==> config.mk <==
export PLATFORM = sky130hd
export DESIGN_NAME = tdws_ctrl
export DESIGN_NICKNAME = d
export VERILOG_FILES = /design/src/hw/rtl/tdws_pkg.sv /design/src/hw/rtl/tdws_ctrl.sv
export SDC_FILE = /design/constraint.sdc
export NUM_CORES = 1
export LEC_CHECK = 0
export ABC_AREA = 1
export BUFFER_PORTS_ARGS = -buffer_cell sky130_fd_sc_hd__buf_2
export CAP_MARGIN = 10
export CORE_AREA = 2 2 39 41
export DETAILED_ROUTE_END_ITERATION = 6
export DIE_AREA = 0 0 41 43
export RECOVER_POWER = 25
export SYNTH_ARGS = -nofsm -noshare
export SYNTH_HDL_FRONTEND = slang
export SYNTH_SLANG_ARGS = --single-unit
export TNS_END_PERCENT = 50
==> constraint.sdc <==
create_clock -name aclk -period 2.4 [get_ports aclk]
set_input_delay 0.24 -clock aclk [delete_from_list [all_inputs] [get_ports aclk]]
set_output_delay 0.24 -clock aclk [all_outputs]
set_load 0.02 [all_outputs]
==> src/hw/rtl/tdws_pkg.sv <==
// Shared types and constants for the tile depth and white statistics unit.
package tdws_pkg;

    localparam int MAX_WIDTH     = 1024;
    localparam int MAX_HEIGHT    = 1024;
    localparam int MAX_TILE_SIDE = 64;
    localparam int TILE_COLS     = MAX_WIDTH / 2;
    localparam int TC_W          = $clog2(TILE_COLS);
    localparam int DIVIDEND_W    = 28;
    localparam int DIVISOR_W     = 12;
    localparam int DIV_CNT_W     = $clog2(DIVIDEND_W);

    // Configuration register indexes
    localparam logic [2:0] REG_TILE_SIDE     = 3'd0;
    localparam logic [2:0] REG_IMAGE_WIDTH   = 3'd1;
    localparam logic [2:0] REG_IMAGE_HEIGHT  = 3'd2;
    localparam logic [2:0] REG_WHITE_LEVEL   = 3'd3;
    localparam logic [2:0] REG_WHITE_PERCENT = 3'd4;

    typedef struct packed {
        logic [6:0]  tile_side;
        logic [10:0] image_width;
        logic [10:0] image_height;
        logic [7:0]  white_level;
        logic [6:0]  white_percent;
    } cfg_t;

    typedef struct packed {
        logic capture;   // latch input item, issue accumulator read
        logic update;    // accumulate, advance raster position
        logic div_step;  // one quotient bit
        logic out_load;  // move finished result to output register
    } cmd_t;

    typedef struct packed {
        logic tile_end;  // current item closes a tile
        logic out_busy;  // output register holds an untaken result
    } status_t;

    typedef struct packed {
        logic [12:0] white;
        logic [27:0] sum;
        logic [15:0] dmax;
        logic [15:0] dmin;
    } acc_t;

    typedef enum logic [1:0] {
        ST_IDLE,
        ST_UPDATE,
        ST_DIVIDE,
        ST_OUTPUT
    } state_t;

endpackage

==> src/hw/rtl/tdws_ctrl.sv <==
// Controller state machine sequencing capture, update, divide and output.
module tdws_ctrl
    import tdws_pkg::*;
(
    input  logic    aclk,
    input  logic    aresetn,
    input  logic    s_valid,
    output logic    s_ready,
    input  status_t status,
    output cmd_t    cmd
);

    state_t               state_reg, state_next;
    logic [DIV_CNT_W-1:0] cnt_reg, cnt_next;

    always_ff @(posedge aclk) begin
        if (!aresetn) begin
            state_reg <= ST_IDLE;
            cnt_reg   <= '0;
        end else begin
            state_reg <= state_next;
            cnt_reg   <= cnt_next;
        end
    end

    always_comb begin
        state_next = state_reg;
        cnt_next   = cnt_reg;
        cmd        = '0;
        s_ready    = 1'b0;
        case (state_reg)
            ST_IDLE: begin
                s_ready = 1'b1;
                if (s_valid) begin
                    cmd.capture = 1'b1;
                    state_next  = ST_UPDATE;
                end
            end
            ST_UPDATE: begin
                cmd.update = 1'b1;
                cnt_next   = '0;
                state_next = status.tile_end ? ST_DIVIDE : ST_IDLE;
            end
            ST_DIVIDE: begin
                cmd.div_step = 1'b1;
                cnt_next     = cnt_reg + 1'b1;
                if (cnt_reg == DIV_CNT_W'(DIVIDEND_W - 1)) begin
                    state_next = ST_OUTPUT;
                end
            end
            ST_OUTPUT: begin
                if (!status.out_busy) begin
                    cmd.out_load = 1'b1;
                    state_next   = ST_IDLE;
                end
            end
            default: state_next = ST_IDLE;
        endcase
    end

    a_tile_end_divides: assert property (@(posedge aclk) disable iff (!aresetn)
        (state_reg == ST_UPDATE && status.tile_end) |=> (state_reg == ST_DIVIDE))
        else $error("tile end did not start division");

    a_div_count: assert property (@(posedge aclk) disable iff (!aresetn)
        (state_reg == ST_DIVIDE) |-> (cnt_reg < DIV_CNT_W'(DIVIDEND_W)))
        else $error("division step count overran");

    a_no_overwrite: assert property (@(posedge aclk) disable iff (!aresetn)
        cmd.out_load |-> !status.out_busy)
        else $error("result loaded over an untaken result");

endmodule

Word level (Yosys, flattened, before mapping)
Cells that the tools add are included.
{"block": "word_totals", "ff_bits": 7, "inputBits": 5, "out_inout_bits": 5, "word_cells": 26}
{"block": "op_classes", "add_sub_neg": 1, "eq_ne": 7, "mux": 13, "n_reduce_logical": 3}
{"cell": "$pmux W5 S2", "n": 1}
{"cell": "$mux W2", "n": 4}
{"cell": "$pmux W2 S4", "n": 1}
{"cell": "$mux W1", "n": 7}
{"cell": "$ne A2 B2 Y1 const B", "n": 3}
{"cell": "$add A5 B1 Y5 const B", "n": 1}
{"cell": "$eq A5 B5 Y1 const B", "n": 1}
{"cell": "$eq A2 B2 Y1 const B", "n": 2}
{"cell": "$reduce_and A3 Y1", "n": 1}
{"cell": "$eq A2 B1 Y1 const B", "n": 1}
{"cell": "$logic_not A2 Y1", "n": 1}
{"cell": "$reduce_bool A2 Y1", "n": 1}

Logic depth before layout (Yosys ltp)
{"block": "depth", "ltp_word": 3, "ltp_mapped": 9, "mapped_depth_nobuf": 9}

Least setup slack after synthesis
Ideal clock, no wire load.
{"block": "synth_path", "kind": "flip-flop to flip-flop", "from": "reg state_reg[0]", "to": "reg state_reg[0]", "setup_time_ps": 117, "t_arrival_ps": 1217, "required_ps": 2283, "path_slack_ps": 1066, "path_stages_with_launch": 9, "n_path_buf": 0, "synth_period_minus_slack_ps": 1334, "cell_sequence": "dfxtp_1 -> inv_1 -> ha_1 -> inv_1 -> nor2_1 -> nor2_2 -> nand2_2 -> nor3_1 -> nor2_1"}
{"block": "synth_between", "elab_chain_len": 3, "word_cells_on_any_way": 9, "classes_between": "6 x eq/ne; 1 x mux; 2 x reduce/logical"}
{"item": "start, declared", "line": "tdws_ctrl.sv:13", "rtl": "state_t state_reg, state_next;"}
{"item": "start signal, assigned", "line": "tdws_ctrl.sv:21", "rtl": "state_reg <= state_next;"}
{"item": "$eq A2 B2 Y1 or $logic_not A2 Y1 (tied branches)", "line": "tdws_ctrl.sv:31", "rtl": "case (state_reg)"}
{"item": "$ne A2 B2 Y1 (no source line)"}
{"item": "$reduce_and A3 Y1 (no source line)"}
Several ways; a longest one is shown, not always the timed one.
A chain may end at the register's enable or synchronous reset.

==> metrics <==
P_leak=0.270 nW; Pwr Density=1140 nW/um2; clk buf depth=2; Die H=43 um; met3 Resource Use GR=0.0314; highest cell delay on the worst timing path=0.39 ns; crit path launch type=register; crit path max fanout=5; Worst-Skew Late Latency=~0.25 ns; cts hold-fix bufs=0; Yosys reg bits=7; clock root cell=clkbuf_4; worst-path cell chain=inv_1 > ha_1 > nand2_1 > inv_1 > buf_2; Setup Total Neg Slack=0 ns; fin nets=86; initial core utilization=0.314; CTS buffer count=3; Final setup viols=0; GR peak layer=met2; GR Overflow Total=0; worst setup path start=state_reg[0]; port buffer count=9; met1 Track Usage GR=0.108; worst path arrival time=roughly 1.2 ns; slew of the pin with the lowest slew margin=0.250 ns; cells after synthesis=just over 60; Die Wd=~40 um; r2r startpoint=state_reg[0]; minimum clock period=1.46 ns; syn nets=72; R2R cell count=6; register area share after synthesis=0.323; Resized cells post-CTS=0; Total GRT Usage=0.0990; r2r endpoint=cnt_reg[4]; pin count of the biggest net entering global routing=7; layout cell share with drive strength beyond 1=0.216; # fillers=150; Yosys cell types=16; via count=397; Boundary Pins=10; crit path kind=reg2out; maxcap violations=0; Slowest-stage cell, CP=dfxtp_1; Post-Syn Area=434 um2; CTS tree=built; Layout area overhead=19.9%; H-tree lvl count=1; max-slew violation count=0; DRC errors left=0; post-CTS setup buffer count=0; Avg WL per Cell=8.28 um; final period utilization=0.606; Req. time, crit path=2.16 ns; Core Region=around 1400 um2; HPWL Detailed=between 600 and 700 um; most frequent cells in the layout=10 x nand2_1, 9 x inv_1, 9 x nor2_1; number of nets still failing antenna checks after routing=0; Ant. Diodes=0; Rows=14; DR pass1 iterations=3; FF-to-FF setup slack=0.99 ns; vias in the first global route=339; maximum VDD drop=0.400 mV; Slew headroom=0.834; DIE AREA=1760 um2; Fin Clk Skew=approximately 0.0045 ns; Clock Sinks=7; Peak Freq=between 600 and 700 MHz; commonest non-fill, non-tap cell in the layout=nand2_1; first-pass GRT wire length=1.21 mm; Pwr Total=0.592 mW; RSZ-0062 raised after global routing=false; final wirelength=745 um; Final Hold Viols=0; Worst Setup End Kind=output port; M2 GR Usage=0.166; 1st-iter DRT viols=8; Ys Warns=0; Vias/cell=approximately 4.4; syn_area_per_cell=7.12 um2; initial antenna violation count=0; HP Class=in2reg; Reg clk slew, reported paths=0.05 ns; most used cell, CP=inv_1; status=completed; crit path to=cmd[3]; gpl congestion=0.691
critical path, delay by kind of cell, from the launching register on:
| family | cells | cell delay (ns) |
|---|---|---|
| flip-flops | 1 | 0.39 |
| buffers and inverters | 3 | 0.28 |
| adder cells (fa/ha/maj) | 1 | 0.23 |
| AND/OR/NAND/NOR | 1 | 0.06 |
cell families after synthesis:
| group | Yosys count | share of synthesized area |
|---|---|---|
| compound gates | 3 | 0.0432 |
| buf+inv | 12 | 0.104 |
| xor+xnor | 1 | 0.0202 |
| flops | 7 | 0.323 |
| fa+ha+maj | 6 | 0.173 |
| simple gates | 32 | 0.337 |
metrics by stage:
| stage | utilization | hold WS, ns | cells | instance area (um2) | setup WS (ns) |
|---|---|---|---|---|---|
| floorplan | - | 0.361 | 61 | 434 | 1.07 |
| global placement | 0.361 | 0.510 | 86 | 499 | 1.03 |
| detailed placement | 0.361 | 0.507 | 86 | 499 | 0.983 |
| CTS | 0.380 | 0.256 | 90 | 526 | 0.921 |
| global route | 0.376 | 0.265 | 90 | 520 | 0.806 |
| finish | 0.376 | 0.259 | 90 | 520 | 0.945 |
cell usage after synthesis:
cell	instances	area (um2)
inv_2	2	7.51
o21ai_2	1	8.76
clkinv_1	1	3.75
nor3_1	5	25.0
nor2_1	8	30.0
inv_1	9	33.8
xor2_1	1	8.76
nand2_2	2	12.5
dfxtp_1	7	140
nand2_1	10	37.5
nor2_2	2	12.5
ha_1	6	75.1
nor3b_1	1	7.51
a21oi_1	2	10.0
nand4_1	1	6.26
nand3_1	3	15.0
layer usage:
| layer | share of wire | vias to the layer above |
|---|---|---|
| li1 | - | 214 |
| met1 | 0.43 | 171 |
| met2 | 0.49 | 12 |
| met3 | 0.078 | 0 |
| met4 | 0 | 0 |
| met5 | 0 | - |
worst min-delay path by stage:
stage	startpoint	endpoint	depth (start not counted)
floorplan	aresetn	register	2
global placement	cnt_reg[4]	cnt_reg[4]	2
detailed placement	cnt_reg[1]	cnt_reg[1]	2
CTS	aresetn	state_reg[0]	3
global route	aresetn	register	3
finish	aresetn	register	3
layout make-up:
| class | instances | area [um2] | share of cell area |
|---|---|---|---|
| Inverter | 12 | 45.0 | 0.0865 |
| Clock buffer | 4 | 26.3 | 0.0505 |
| Tap cell | 16 | 20.0 | 0.0385 |
| Sequential cell | 7 | 140 | 0.269 |
| Timing Repair Buffer | 9 | 42.5 | 0.0817 |
| Multi-Input combinational cell | 42 | 246 | 0.474 |
report_power, final:
part	switching (mW)	internal, mW
registers	0.0258	0.145
logic	0.205	0.112
clock network	0.0409	0.0633
(Power assumes the default switching activity.)
